[config.mk]
export PLATFORM = sky130hd
export DESIGN_NAME = synth_voice_allocator_unit
export DESIGN_NICKNAME = d
export VERILOG_FILES = /design/src/design/sva_pkg.sv /design/src/design/sva_list.sv /design/src/design/synth_voice_allocator_unit.sv
export SDC_FILE = /design/constraint.sdc
export NUM_CORES = 2
export LEC_CHECK = 0
export BUFFER_PORTS_ARGS = -buffer_cell sky130_fd_sc_hd__buf_2
export CORE_AREA = 2 2 385 234
export CTS_BUF_LIST = sky130_fd_sc_hd__clkbuf_8
export DETAILED_ROUTE_END_ITERATION = 10
export DIE_AREA = 0 0 387 236
export GPL_TIMING_DRIVEN = 1
export HOLD_SLACK_MARGIN = 0.1
export PLACE_DENSITY = 0.67
export SETUP_SLACK_MARGIN = 0.1
export SKIP_CTS_REPAIR_TIMING = 1
export SYNTH_ARGS = -nofsm -noshare
export SYNTH_HDL_FRONTEND = slang
export SYNTH_SLANG_ARGS = --single-unit
[constraint.sdc]
create_clock -name i_clk -period 5.5 [get_ports i_clk]
set_input_delay 1.1 -clock i_clk [delete_from_list [all_inputs] [get_ports i_clk]]
set_output_delay 1.1 -clock i_clk [all_outputs]
set_load 0.03 [all_outputs]
[src/design/sva_pkg.sv]
package sva_pkg;

    typedef enum logic [2:0] {
        CMD_NOTE_ON     = 3'd0,
        CMD_NOTE_OFF    = 3'd1,
        CMD_ALL_OFF     = 3'd2,
        CMD_SUSTAIN_ON  = 3'd3,
        CMD_SUSTAIN_OFF = 3'd4
    } t_cmd;

    typedef enum logic [2:0] {
        LOP_NONE   = 3'd0,
        LOP_APPEND = 3'd1,
        LOP_REMOVE = 3'd2,
        LOP_ERASE  = 3'd3,
        LOP_CLEAR  = 3'd4
    } t_lop;

    typedef struct packed {
        logic [2:0] cmd;
        logic [6:0] note;
        logic [6:0] velocity;
    } t_in;

    typedef struct packed {
        logic [3:0] voice;
        logic       action;
        logic [6:0] voice_note;
        logic [6:0] voice_velocity;
        logic       last;
    } t_out;

    localparam logic       ACT_START   = 1'b0;
    localparam logic       ACT_RELEASE = 1'b1;
    localparam logic [6:0] FULL_VEL    = 7'd127;
    localparam logic [5:0] MAX_RESULTS = 6'd48;

endpackage

[src/design/sva_list.sv]
module sva_list #(
    parameter int W         = 4,
    parameter int D         = 16,
    parameter bit SEQ_INIT  = 1'b0,
    parameter int RESET_CNT = 0,
    localparam int CW = $clog2(D + 1),
    localparam int IW = (D > 1) ? $clog2(D) : 1
) (
    input  logic          i_clk,
    input  logic          i_rst_n,
    input  sva_pkg::t_lop i_op,
    input  logic [W-1:0]  i_val,
    input  logic [CW-1:0] i_idx,
    input  logic          i_init,
    input  logic [CW-1:0] i_init_cnt,
    input  logic [IW-1:0] i_rd_idx,
    output logic [W-1:0]  o_rd_data,
    output logic [CW-1:0] o_cnt,
    output logic          o_busy
);

    typedef enum logic [2:0] {
        L_IDLE  = 3'b001,
        L_SCAN  = 3'b010,
        L_SHIFT = 3'b100
    } t_lstate;

    t_lstate       r_state;
    logic [W-1:0]  r_a [D];
    logic [CW-1:0] r_cnt;
    logic [CW-1:0] r_k;
    logic [W-1:0]  r_val;
    logic [CW-1:0] k1;
    logic          more;

    assign k1        = r_k + CW'(1);
    assign more      = ({1'b0, r_k} + (CW+1)'(1)) < {1'b0, r_cnt};
    assign o_rd_data = r_a[i_rd_idx];
    assign o_cnt     = r_cnt;
    assign o_busy    = (r_state != L_IDLE);

    always_ff @(posedge i_clk) begin
        if (!i_rst_n || i_init) begin
            r_state <= L_IDLE;
            r_cnt   <= i_rst_n ? i_init_cnt : CW'(RESET_CNT);
            if (SEQ_INIT) begin
                for (int e = 0; e < D; e++) begin
                    r_a[e] <= W'(e);
                end
            end
        end else begin
            unique case (r_state)
                L_IDLE: begin
                    case (i_op)
                        sva_pkg::LOP_APPEND: begin
                            if (r_cnt < CW'(D)) begin
                                r_a[r_cnt[IW-1:0]] <= i_val;
                                r_cnt <= r_cnt + CW'(1);
                            end
                        end
                        sva_pkg::LOP_REMOVE: begin
                            if (i_idx < r_cnt) begin
                                r_k     <= i_idx;
                                r_state <= L_SHIFT;
                            end
                        end
                        sva_pkg::LOP_ERASE: begin
                            r_val   <= i_val;
                            r_k     <= '0;
                            r_state <= L_SCAN;
                        end
                        sva_pkg::LOP_CLEAR: r_cnt <= '0;
                        default: ;
                    endcase
                end
                L_SCAN: begin
                    if (r_k >= r_cnt) begin
                        r_state <= L_IDLE;
                    end else if (r_a[r_k[IW-1:0]] == r_val) begin
                        r_state <= L_SHIFT;
                    end else begin
                        r_k <= k1;
                    end
                end
                L_SHIFT: begin
                    if (more) begin
                        r_a[r_k[IW-1:0]] <= r_a[k1[IW-1:0]];
                        r_k <= k1;
                    end else begin
                        r_cnt   <= r_cnt - CW'(1);
                        r_state <= L_IDLE;
                    end
                end
                default: r_state <= L_IDLE;
            endcase
        end
    end

endmodule

[src/design/synth_voice_allocator_unit.sv]
// Channel   Direction  Handshake                 Payload
// input     in         i_in_valid / o_in_stall   i_in_data (sva_pkg::t_in)
// output    out        o_out_valid / i_out_stall o_out_data (sva_pkg::t_out)
// config    in         i_cfg_we                  i_cfg_data (active_voices)
// One event is worked by a sequencer over the list units, which search and shift
// one entry per cycle; how long an event lasts grows with the lists that it walks,
// plus any output stalls, and the input is stalled until the event ends.
// Each command beat leaves through a hold stage and an output register.
// Reset and a configuration write rebuild the lists.
// Output stalls freeze the sequencer only when a command cannot move on.
module synth_voice_allocator_unit #(
    parameter int NUM_VOICES    = 16,
    parameter int STOLEN_DEPTH  = 16,
    parameter int SUSTAIN_DEPTH = 32
) (
    input  logic           i_clk,
    input  logic           i_rst_n,
    input  logic           i_in_valid,
    output logic           o_in_stall,
    input  sva_pkg::t_in   i_in_data,
    output logic           o_out_valid,
    input  logic           i_out_stall,
    output sva_pkg::t_out  o_out_data,
    input  logic           i_cfg_we,
    input  logic [4:0]     i_cfg_data
);

    localparam int VW   = (NUM_VOICES > 1) ? $clog2(NUM_VOICES) : 1;
    localparam int CWV  = $clog2(NUM_VOICES + 1);
    localparam int SIW  = (STOLEN_DEPTH > 1) ? $clog2(STOLEN_DEPTH) : 1;
    localparam int CWS  = $clog2(STOLEN_DEPTH + 1);
    localparam int UIW  = (SUSTAIN_DEPTH > 1) ? $clog2(SUSTAIN_DEPTH) : 1;
    localparam int CWU  = $clog2(SUSTAIN_DEPTH + 1);
    localparam int FREE_RST = (NUM_VOICES < 16) ? NUM_VOICES : 16;

    typedef enum logic [15:0] {
        S_IDLE      = 16'h0001,
        S_WAIT      = 16'h0002,
        S_EMIT      = 16'h0004,
        S_FIN       = 16'h0008,
        S_ON_SCAN   = 16'h0010,
        S_ON_ALLOC  = 16'h0020,
        S_ON_STEAL  = 16'h0040,
        S_ON_STEAL2 = 16'h0080,
        S_ON_PUT    = 16'h0100,
        S_REL       = 16'h0200,
        S_REL_SCAN  = 16'h0400,
        S_REL_FREE  = 16'h0800,
        S_REL_HAND  = 16'h1000,
        S_AO        = 16'h2000,
        S_AO_FREE   = 16'h4000,
        S_SO_NEXT   = 16'h8000
    } t_state;

    t_state r_state, n_state, r_ret, n_ret;
    logic [6:0]     r_n, n_n, r_vel, n_vel, r_rn, n_rn, r_m, n_m;
    logic [VW-1:0]  r_v, n_v;
    logic [CWV-1:0] r_k, n_k;
    logic [CWU-1:0] r_j, n_j;
    logic [5:0]     r_ecnt, n_ecnt;
    logic           r_held, n_held, r_susoff, n_susoff;
    sva_pkg::t_out  r_e, n_e, r_hold, n_hold, r_out, n_out;
    logic           r_hold_v, n_hold_v, r_out_v;
    logic           out_load, out_free;

    logic [6:0]     r_notes [NUM_VOICES];
    logic           note_we;
    logic [VW-1:0]  note_idx;
    logic [6:0]     note_val;

    sva_pkg::t_lop  pl_op, fr_op, st_op, su_op;
    logic [VW-1:0]  pl_val, fr_val, pl_rd, fr_rd;
    logic [CWV-1:0] pl_idx, fr_idx, pl_cnt, fr_cnt;
    logic [6:0]     st_val, su_val, st_rd, su_rd;
    logic [CWS-1:0] st_cnt, st_last;
    logic [CWU-1:0] su_cnt;
    logic           pl_busy, fr_busy, st_busy, su_busy;
    logic [6:0]     cfg_ext, cfg_clamp;
    logic [6:0]     pv_note;

    assign cfg_ext   = 7'(i_cfg_data);
    assign cfg_clamp = (cfg_ext == 7'd0) ? 7'd1 :
                       (cfg_ext > 7'(NUM_VOICES)) ? 7'(NUM_VOICES) : cfg_ext;
    assign st_last   = st_cnt - CWS'(1);
    assign pv_note   = r_notes[pl_rd];

    sva_list #(.W(VW), .D(NUM_VOICES)) u_play (
        .i_clk, .i_rst_n, .i_op(pl_op), .i_val(pl_val), .i_idx(pl_idx),
        .i_init(i_cfg_we), .i_init_cnt('0), .i_rd_idx(r_k[VW-1:0]),
        .o_rd_data(pl_rd), .o_cnt(pl_cnt), .o_busy(pl_busy)
    );

    sva_list #(.W(VW), .D(NUM_VOICES), .SEQ_INIT(1'b1), .RESET_CNT(FREE_RST)) u_free (
        .i_clk, .i_rst_n, .i_op(fr_op), .i_val(fr_val), .i_idx(fr_idx),
        .i_init(i_cfg_we), .i_init_cnt(CWV'(cfg_clamp)), .i_rd_idx('0),
        .o_rd_data(fr_rd), .o_cnt(fr_cnt), .o_busy(fr_busy)
    );

    sva_list #(.W(7), .D(STOLEN_DEPTH)) u_stolen (
        .i_clk, .i_rst_n, .i_op(st_op), .i_val(st_val), .i_idx('0),
        .i_init(i_cfg_we), .i_init_cnt('0), .i_rd_idx(st_last[SIW-1:0]),
        .o_rd_data(st_rd), .o_cnt(st_cnt), .o_busy(st_busy)
    );

    sva_list #(.W(7), .D(SUSTAIN_DEPTH)) u_sustain (
        .i_clk, .i_rst_n, .i_op(su_op), .i_val(su_val), .i_idx('0),
        .i_init(i_cfg_we), .i_init_cnt('0), .i_rd_idx(r_j[UIW-1:0]),
        .o_rd_data(su_rd), .o_cnt(su_cnt), .o_busy(su_busy)
    );

    assign out_free    = !r_out_v || !i_out_stall;
    assign o_in_stall  = (r_state != S_IDLE);
    assign o_out_valid = r_out_v;
    assign o_out_data  = r_out;

    always_comb begin
        n_state = r_state;  n_ret = r_ret;   n_n = r_n;      n_vel = r_vel;
        n_rn = r_rn;        n_m = r_m;       n_v = r_v;      n_k = r_k;
        n_j = r_j;          n_ecnt = r_ecnt; n_held = r_held; n_susoff = r_susoff;
        n_e = r_e;          n_hold = r_hold; n_hold_v = r_hold_v;
        n_out = r_out;      out_load = 1'b0;
        note_we = 1'b0;     note_idx = r_v;  note_val = r_n;
        pl_op = sva_pkg::LOP_NONE; pl_val = r_v; pl_idx = r_k;
        fr_op = sva_pkg::LOP_NONE; fr_val = r_v; fr_idx = '0;
        st_op = sva_pkg::LOP_NONE; st_val = r_rn;
        su_op = sva_pkg::LOP_NONE; su_val = i_in_data.note;

        unique case (r_state)
            S_IDLE: begin
                if (i_in_valid) begin
                    n_n    = i_in_data.note;
                    n_vel  = i_in_data.velocity;
                    n_ecnt = '0;
                    n_k    = '0;
                    case (i_in_data.cmd)
                        sva_pkg::CMD_NOTE_ON: begin
                            su_op   = sva_pkg::LOP_ERASE;
                            n_ret   = S_ON_SCAN;
                            n_state = S_WAIT;
                        end
                        sva_pkg::CMD_NOTE_OFF: begin
                            if (r_held) begin
                                su_op   = sva_pkg::LOP_APPEND;
                                n_state = S_FIN;
                            end else begin
                                n_rn     = i_in_data.note;
                                n_susoff = 1'b0;
                                n_state  = S_REL;
                            end
                        end
                        sva_pkg::CMD_ALL_OFF: n_state = S_AO;
                        sva_pkg::CMD_SUSTAIN_ON: begin
                            n_held  = 1'b1;
                            n_state = S_FIN;
                        end
                        sva_pkg::CMD_SUSTAIN_OFF: begin
                            n_held   = 1'b0;
                            n_j      = '0;
                            n_susoff = 1'b1;
                            n_state  = S_SO_NEXT;
                        end
                        default: n_state = S_FIN;
                    endcase
                end
            end
            S_WAIT: begin
                if (!(pl_busy || fr_busy || st_busy || su_busy)) begin
                    n_state = r_ret;
                end
            end
            S_EMIT: begin
                if (r_ecnt >= sva_pkg::MAX_RESULTS) begin
                    n_state = r_ret;
                end else if (!r_hold_v || out_free) begin
                    if (r_hold_v) begin
                        n_out    = r_hold;
                        out_load = 1'b1;
                    end
                    n_hold   = r_e;
                    n_hold_v = 1'b1;
                    n_ecnt   = r_ecnt + 6'd1;
                    n_state  = r_ret;
                end
            end
            S_FIN: begin
                if (!r_hold_v) begin
                    n_state = S_IDLE;
                end else if (out_free) begin
                    n_out      = r_hold;
                    n_out.last = 1'b1;
                    out_load   = 1'b1;
                    n_hold_v   = 1'b0;
                    n_state    = S_IDLE;
                end
            end
            S_ON_SCAN: begin
                if (r_k >= pl_cnt) begin
                    n_k     = '0;
                    n_state = S_ON_ALLOC;
                end else if (pv_note == r_n) begin
                    n_v     = pl_rd;
                    pl_op   = sva_pkg::LOP_REMOVE;
                    n_ret   = S_ON_PUT;
                    n_state = S_WAIT;
                end else begin
                    n_k = r_k + CWV'(1);
                end
            end
            S_ON_ALLOC: begin
                if (fr_cnt != '0) begin
                    n_v     = fr_rd;
                    fr_op   = sva_pkg::LOP_REMOVE;
                    n_ret   = S_ON_PUT;
                    n_state = S_WAIT;
                end else if (pl_cnt != '0) begin
                    // Steal the oldest playing voice.
                    n_v     = pl_rd;
                    pl_op   = sva_pkg::LOP_REMOVE;
                    n_ret   = S_ON_STEAL;
                    n_state = S_WAIT;
                end else begin
                    n_state = S_FIN;
                end
            end
            S_ON_STEAL: begin
                if ({1'b0, st_cnt} >= (CWS+1)'(STOLEN_DEPTH)) begin
                    st_op   = sva_pkg::LOP_REMOVE;
                    n_ret   = S_ON_STEAL2;
                    n_state = S_WAIT;
                end else begin
                    n_state = S_ON_STEAL2;
                end
            end
            S_ON_STEAL2: begin
                st_op   = sva_pkg::LOP_APPEND;
                st_val  = r_notes[r_v];
                n_state = S_ON_PUT;
            end
            S_ON_PUT: begin
                pl_op   = sva_pkg::LOP_APPEND;
                note_we = 1'b1;
                n_e     = '{voice: 4'(r_v), action: sva_pkg::ACT_START,
                            voice_note: r_n, voice_velocity: r_vel, last: 1'b0};
                n_ret   = S_FIN;
                n_state = S_EMIT;
            end
            S_REL: begin
                st_op   = sva_pkg::LOP_ERASE;
                n_k     = '0;
                n_ret   = S_REL_SCAN;
                n_state = S_WAIT;
            end
            S_REL_SCAN: begin
                if (r_k >= pl_cnt) begin
                    n_state = r_susoff ? S_SO_NEXT : S_FIN;
                end else if (pv_note != r_rn) begin
                    n_k = r_k + CWV'(1);
                end else begin
                    n_v = pl_rd;
                    if (st_cnt == '0) begin
                        n_e     = '{voice: 4'(pl_rd), action: sva_pkg::ACT_RELEASE,
                                    voice_note: 7'd0, voice_velocity: 7'd0, last: 1'b0};
                        n_ret   = S_REL_FREE;
                        n_state = S_EMIT;
                    end else begin
                        // Hand the voice the most recently stolen note.
                        n_m     = st_rd;
                        st_op   = sva_pkg::LOP_ERASE;
                        st_val  = st_rd;
                        pl_op   = sva_pkg::LOP_REMOVE;
                        n_ret   = S_REL_HAND;
                        n_state = S_WAIT;
                    end
                end
            end
            S_REL_FREE: begin
                fr_op   = sva_pkg::LOP_APPEND;
                pl_op   = sva_pkg::LOP_REMOVE;
                n_ret   = S_REL_SCAN;
                n_state = S_WAIT;
            end
            S_REL_HAND: begin
                pl_op    = sva_pkg::LOP_APPEND;
                note_we  = 1'b1;
                note_val = r_m;
                n_e      = '{voice: 4'(r_v), action: sva_pkg::ACT_START,
                             voice_note: r_m, voice_velocity: sva_pkg::FULL_VEL,
                             last: 1'b0};
                n_ret    = S_REL_SCAN;
                n_state  = S_EMIT;
            end
            S_AO: begin
                if (r_k >= pl_cnt) begin
                    pl_op   = sva_pkg::LOP_CLEAR;
                    st_op   = sva_pkg::LOP_CLEAR;
                    n_state = S_FIN;
                end else begin
                    n_v     = pl_rd;
                    n_e     = '{voice: 4'(pl_rd), action: sva_pkg::ACT_RELEASE,
                                voice_note: 7'd0, voice_velocity: 7'd0, last: 1'b0};
                    n_ret   = S_AO_FREE;
                    n_state = S_EMIT;
                end
            end
            S_AO_FREE: begin
                fr_op   = sva_pkg::LOP_APPEND;
                n_k     = r_k + CWV'(1);
                n_state = S_AO;
            end
            S_SO_NEXT: begin
                if (r_j >= su_cnt) begin
                    su_op   = sva_pkg::LOP_CLEAR;
                    n_state = S_FIN;
                end else begin
                    n_rn    = su_rd;
                    n_j     = r_j + CWU'(1);
                    n_state = S_REL;
                end
            end
            default: n_state = S_IDLE;
        endcase
    end

    always_ff @(posedge i_clk) begin
        if (!i_rst_n) begin
            r_state  <= S_IDLE;
            r_ret    <= S_IDLE;
            r_held   <= 1'b0;
            r_susoff <= 1'b0;
            r_hold_v <= 1'b0;
            r_out_v  <= 1'b0;
            r_ecnt   <= '0;
        end else begin
            r_state  <= n_state;
            r_ret    <= n_ret;
            r_held   <= n_held;
            r_susoff <= n_susoff;
            r_hold_v <= n_hold_v;
            r_ecnt   <= n_ecnt;
            if (out_load) begin
                r_out_v <= 1'b1;
            end else if (!i_out_stall) begin
                r_out_v <= 1'b0;
            end
        end
    end

    always_ff @(posedge i_clk) begin
        r_n    <= n_n;
        r_vel  <= n_vel;
        r_rn   <= n_rn;
        r_m    <= n_m;
        r_v    <= n_v;
        r_k    <= n_k;
        r_j    <= n_j;
        r_e    <= n_e;
        r_hold <= n_hold;
        r_out  <= n_out;
        if (note_we) begin
            r_notes[note_idx] <= note_val;
        end
    end

`ifndef SYNTHESIS
    a_idle_no_hold: assert property (@(posedge i_clk) disable iff (!i_rst_n)
        (r_state == S_IDLE) |-> !r_hold_v)
        else $error("command left in hold stage at end of event");

    a_result_cap: assert property (@(posedge i_clk) disable iff (!i_rst_n)
        r_ecnt <= sva_pkg::MAX_RESULTS)
        else $error("result count beyond limit");

    // A released voice joins the free list before it leaves the playing list,
    // so the total is only checked between events.
    a_voice_conserve: assert property (@(posedge i_clk) disable iff (!i_rst_n)
        (r_state == S_IDLE) |->
            (({1'b0, pl_cnt} + {1'b0, fr_cnt}) <= (CWV+1)'(NUM_VOICES)))
        else $error("playing and free voices exceed voice count");
`endif

endmodule

; ---- Word level (Yosys, flattened, before mapping)
; Memories as Yosys holds them, arrays and structs flattened. A register that Yosys moved wholly into a read port is not among the register bits.
; Cells that the tools add are included.
; W data, S select, Z words.
[totals]
register_bits = 221
mem_bits_rw = 576
input_bits = 27
output_inout_bits = 22
elab_cells = 534
mem_count = 5
[classes]
n_addsub = 19
n_lt_le_gt_ge = 21
eq_ne = 124
n_mux = 243
bitwise_logic = 5
n_reduce_logical = 72
[memory_table]
columns = name, depth, width, read_ports, rd_ports_with_merged_regs, wr, line
row1 = u_sustain.r_a, 32, 7, 3, 2, 1, sva_list.sv:29  ; logic [W-1:0] r_a [D];
row2 = r_notes, 16, 7, 2, 1, 1, synth_voice_allocator_unit.sv:66  ; logic [6:0] r_notes [NUM_VOICES];
row3 = u_stolen.r_a, 16, 7, 3, 1, 1, sva_list.sv:29
row4 = u_free.r_a, 16, 4, 3, 1, 16, sva_list.sv:29
row5 = u_play.r_a, 16, 4, 3, 2, 1, sva_list.sv:29
[op_table]
columns = op, count
row1 = $mux W16, 21
row2 = $pmux W16 S14, 1
row3 = $mux W20, 9
row4 = $mux W5, 30
row5 = $pmux W16 S8, 1
row6 = $pmux W5 S2, 9
row7 = $mux W4, 22
row8 = $pmux W20 S4, 1
row9 = $mux W6, 12
row10 = $mux W7, 10
row11 = $pmux W16 S4, 1
row12 = $ne A2 B2 Y1 const B, 30
row13 = $pmux W6 S2, 5
row14 = $mux W1, 59
row15 = $mux W3, 19
row16 = $reduce_and A4 Y1, 12
row17 = $pmux W5 S3, 3
row18 = $ne A3 B3 Y1 const B, 14
row19 = $pmux W20 S2, 1
row20 = $eq A3 B2 Y1 const B, 12
row21 = $pmux W3 S3, 4
row22 = $add A5 B1 Y5 const B, 7
row23 = $reduce_and A7 Y1, 5
row24 = $pmux W3 S2, 5
row25 = other kinds (79), 191

; ---- Depth between registers and ports, before layout
[depth]
depth_word = 11
mapped_depth = 18
ltp_nobuf = 15

; ---- Cells and area by module
; A second synthesis with hierarchy kept.
[hier_totals]
cells_unflattened = 3137
hier_area_um2 = 45501.1
[by_module_without_submodules]
columns = mod, instances, cells_each, area_each_um2, seq_area_each_um2
row1 = sva_list (u_sustain), 1, 884, 14620.3, 7457.2
row2 = synth_voice_allocator_unit, 1, 840, 11818.8, 7196.9
row3 = sva_list (u_stolen), 1, 524, 7967.6, 4013.8
row4 = sva_list (u_free), 1, 503, 5816.8, 2482.4
row5 = sva_list (u_play), 1, 386, 5277.6, 2482.4

; ---- Worst setup path before layout
; OpenSTA, ideal clock, no wires.
[synth_timing]
kind = register to register
from = reg u_sustain.r_k[1]
to = mem u_sustain.r_a[0][3] (data pin)
setup_time_ns = 0.454
t_arrival_ns = 4.989
required_time_ns = 5.046
path_slack_ns = 0.057
path_stages_with_launch = 15
n_path_buf = 3
period_less_slack_ns = 5.443
cell_sequence = edfxtp_1 > ha_1 > xor2_1 > clkbuf_1 > ha_1 > o21a_1 > o21ai_0 > nand2b_1 > a21oi_1 > nor2b_1 > a311oi_1 > nand3_1 > clkbuf_1 > clkbuf_1 > o21ai_0
[synth_via]
elab_chain_cells = 8
word_cells_on_any_way = 10
cone_classes = add/sub: 2 / order compare: 1 / mux: 5 / reduce/logical: 1 / memory: 1
[synth_lines]
columns = element, line
row1 = "start, declared", sva_list.sv:31  ; logic [CW-1:0] r_k;
row2 = "start signal, assigned", sva_list.sv:63  ; r_k <= i_idx;
row3 = "start signal, assigned", sva_list.sv:82  ; r_k <= k1;
row4 = "start signal, assigned", sva_list.sv:88  ; r_k <= k1;
row5 = $add A6 B1 Y7, sva_list.sv:37  ; assign more = ({1'b0, r_k} + (CW+1)'(1)) < {1'b0, r_cnt};
row6 = $lt A7 B6 Y1, sva_list.sv:37
row7 = $mux W1, sva_list.sv:86  ; if (more) begin
row8 = $mux W1, sva_list.sv:52  ; unique case (r_state)
row9 = $mux W1, sva_list.sv:43  ; if (!i_rst_n || i_init) begin
row10 = $mux W1 (not written as such), sva_list.sv:87  ; r_a[r_k[IW-1:0]] <= r_a[k1[IW-1:0]];
row11 = $reduce_or A7 Y1 (no source line), -
row12 = $mux W7 (no source line) *, -
row13 = "end, declared", sva_list.sv:29
; Mark *: on every way between the ends. The rest lies on a longest branch, timed or not.

==> results.toml <==
[setup_path]
cp_data_required_time_ns = 6.09
cp_data_arrival_time_ns = 5.78
crit_buf_inv = 2
cp_common_cell = "buf_4"
cp_top_family = "compound AO/OA/AOI/OAI gates"
max_stage_delay_ns = 0.64
crit_chain = "mux4_2 -> or2_4 -> nand2_4 -> buf_4 -> and3_1 -> a211oi_1 -> a311oi_1 -> o21a_1 -> o211ai_1 -> a221oi_2 -> nand3_1 -> o32ai_1 -> a31oi_1 -> buf_4"
end_kind = "flip-flop"
cp-start-kind = "flip-flop"
crit_fanout = 25
slowest_stage = "dfxtp_1"
criticalPathCategory = "flip-flop to flip-flop"

[power_and_ir_drop]
power.share.clock = 0.349
power.density_nw_per_um2 = 305
ir_drop_mv = 0.236
p_comb_frac = 0.178
p_leak_nw = 16.2
p_seq_frac = 0.473
p_int_w = 0.0105
p_sw_w = 0.00431
switching_share = 0.292

[clock_tree]
htree_levels = 4
numCtsBuffers = 130
clockBufferDepth = 3
clk_pin_slew_ns = 0.06
clockRootBuffer = "clkbuf_8"
cts_sinks = 819
cts_tree = "done"
clock_latency_ns = 0.86

[die]
die-area_sq_um = 91300
fp.coreArea_sq_um = 88400
rows = 85
chipHeight_um = 236
io_pins = 49
start_util = 0.494
die_x_um = 387

[route]
ant_nets = 0
drc = 0
vias_per_cell = 6.78
dr.pass1.iters = 8
wl_per_cell_um = 30.1
drt_iter0_drc = 4183
totalWireLength_um = 131000
vias = 29600

[sta]
drv_slew = 0
period_minus_slack_ns = 5.19
max_freq_ghz = 0.193
worst_pin_slew_ns = 1.40
period_share = 0.943
setup_viol = 0
tns_ns = 0
slew_headroom = 0.0659
skew_ns = 0.0450
hold_viol = 0
whs_ns = 0.414
grt_setup_unrepaired = "true"

[synth]
netlist_instances = 2934
synth_edf_count = 725
ys.flop_type = "edfxtp_1"
ys_types = 94
yosys_warnings = 0
synth.ff_latch_count = 819
syn_area_per_cell_sq_um = 14.9
netlist_area_sq_um = 43700
synthArstFlopShare = 0
seq_area_frac_synth = 0.541

[global_route]
grt_pass1_vias = 28700
grt_antenna_before_repair = 11
grt_pass1_wl_um = 195000
track_usage = 0.290
overflow = 0
grt_max_degree = 48

[min_path]
worst_hold_path_type = "flip-flop to flip-flop"
min_from = "r_hold[19]"

[place]
dpl.hpwl_um = 91900
place_congestion = 0.985
port_buffers = 48

[final_layout]
finalNetCount = 3188
drive_above_1_share = 0.282
area_growth_syn_to_layout_pct = 10.8

[run]
maxCapViolations = 0

[outcome]
status = "complete, no violations"
==> registers in the layout, indices dropped and copies added, names as in the netlist, 7 cells and up, named ones only <==
| register | flops |
|---|---|
| r_rn | 7 |
| r_n | 7 |
| u_play.r_a | 64 |
| o_out_data | 20 |
| u_stolen.r_a | 112 |
| r_e | 19 |
| u_sustain.r_val | 7 |
| r_notes | 112 |
| u_sustain.r_a | 224 |
| u_stolen.r_val | 7 |
| r_hold | 19 |
| r_vel | 7 |
| u_free.r_a | 64 |
| r_ret | 10 |
| r_state | 16 |
| r_m | 7 |
==> through the flow <==
step	setup slack (ns)	instance area, sq um	power, W	util	instances
4_1_cts	-0.0996	48300	0.0148	0.547	4359
2_1_floorplan	0.0573	43700	0.00897	-	2941
6_report	0.312	48400	0.0148	0.548	4364
3_5_place_dp	-0.0351	45900	0.00967	0.519	4131
5_1_grt	0.102	48400	0.0153	0.548	4363
3_3_place_gp	0.206	45900	0.00961	0.519	4131
==> final timing paths <==
kind,to,slack [ns],depth (start not counted)
max,u_stolen.r_a[1][5],0.31,14
min,o_out_data[19],0.41,0
min reg2reg,o_out_data[19],0.41,0
max reg2reg,u_stolen.r_a[1][5],0.31,14
==> cells in the mapped netlist, types with 40 or more instances <==
master / instances / share of area
a21oi_1: 83 / 0.0095
edfxtp_1: 725 / 0.50
mux4_2: 437 / 0.23
nand3_1: 60 / 0.0069
o21ai_0: 67 / 0.0077
ha_1: 70 / 0.020
mux2i_1: 93 / 0.021
inv_1: 57 / 0.0049
clkbuf_1: 113 / 0.0097
nand2_1: 230 / 0.020
dfxtp_1: 94 / 0.043
nor2_1: 263 / 0.023
nand2b_1: 40 / 0.0057
nor3_1: 43 / 0.0049
==> worst reg2reg max path, delay by kind of cell, from the launching register on <==
| family | cells | cell delay (ns) |
|---|---|---|
| AOI/OAI and AO/OA | 7 | 2.18 |
| buffers and inverters | 2 | 0.56 |
| muxes | 1 | 0.58 |
| DFF | 1 | 0.64 |
| and+or+nand+nor | 4 | 0.98 |
==> kinds of logic after synthesis <==
group           synth area share
flops                      0.541
simple gates              0.0878
mux                        0.259
compound gates            0.0575
buf+inv                   0.0216
fa+ha+maj                 0.0205
xor+xnor                  0.0124
other cells            0.0000858
==> power groups by stage <==
stage,Clock [W],Sequential (W),Combinational [W]
6_report,0.00516,0.00699,0.00264
5_1_grt,0.00552,0.00700,0.00283
4_1_cts,0.00525,0.00699,0.00256
3_5_place_dp,0,0.00712,0.00255
3_3_place_gp,0,0.00711,0.00249
2_1_floorplan,0,0.00703,0.00194
==> per-layer routing <==
metal  share of wire  vias to the layer above  track usage  routed length (um)
met3            0.15                      225        0.113               20000
met5         0.00028                        -      0.00208                  37
met4           0.024                        6       0.0862                3140
met2            0.41                     2155        0.385               53600
li1                -                    12200            -                   -
met1            0.42                    15000        0.439               54700
==> cell usage in the layout (no fill, tap or decap), types with 27 or more instances in the layout <==
master,synthesis,layout
o21ai_0,67,60
inv_1,57,90
mux2i_1,93,93
a211oi_1,28,28
buf_2,8,48
ha_1,70,69
nor2b_1,30,30
dfxtp_1,94,87
mux4_2,437,437
nor3b_1,32,31
a21oi_1,83,81
nor2_1,263,261
nand2b_1,40,40
buf_4,3,136
xnor2_1,35,34
clkbuf_8,0,133
mux2_2,30,30
nand3_1,60,60
nand2_1,230,230
a31oi_1,31,27
edfxtp_1,725,725
nor3_1,43,43
==> area by class of cell <==
class | count | area, sq um
Tap cell | 1174 | 1470
Clock inverter | 95 | 633
Inverter | 60 | 226
Clock buffer | 133 | 1830
Sequential cell | 819 | 23700
Timing Repair Buffer | 185 | 1280
Antenna cell | 4 | 10.0
Fill cell | 6986 | 40000
Multi-Input combinational cell | 1894 | 19300
Note: power is estimated with default switching activity, not from simulation.
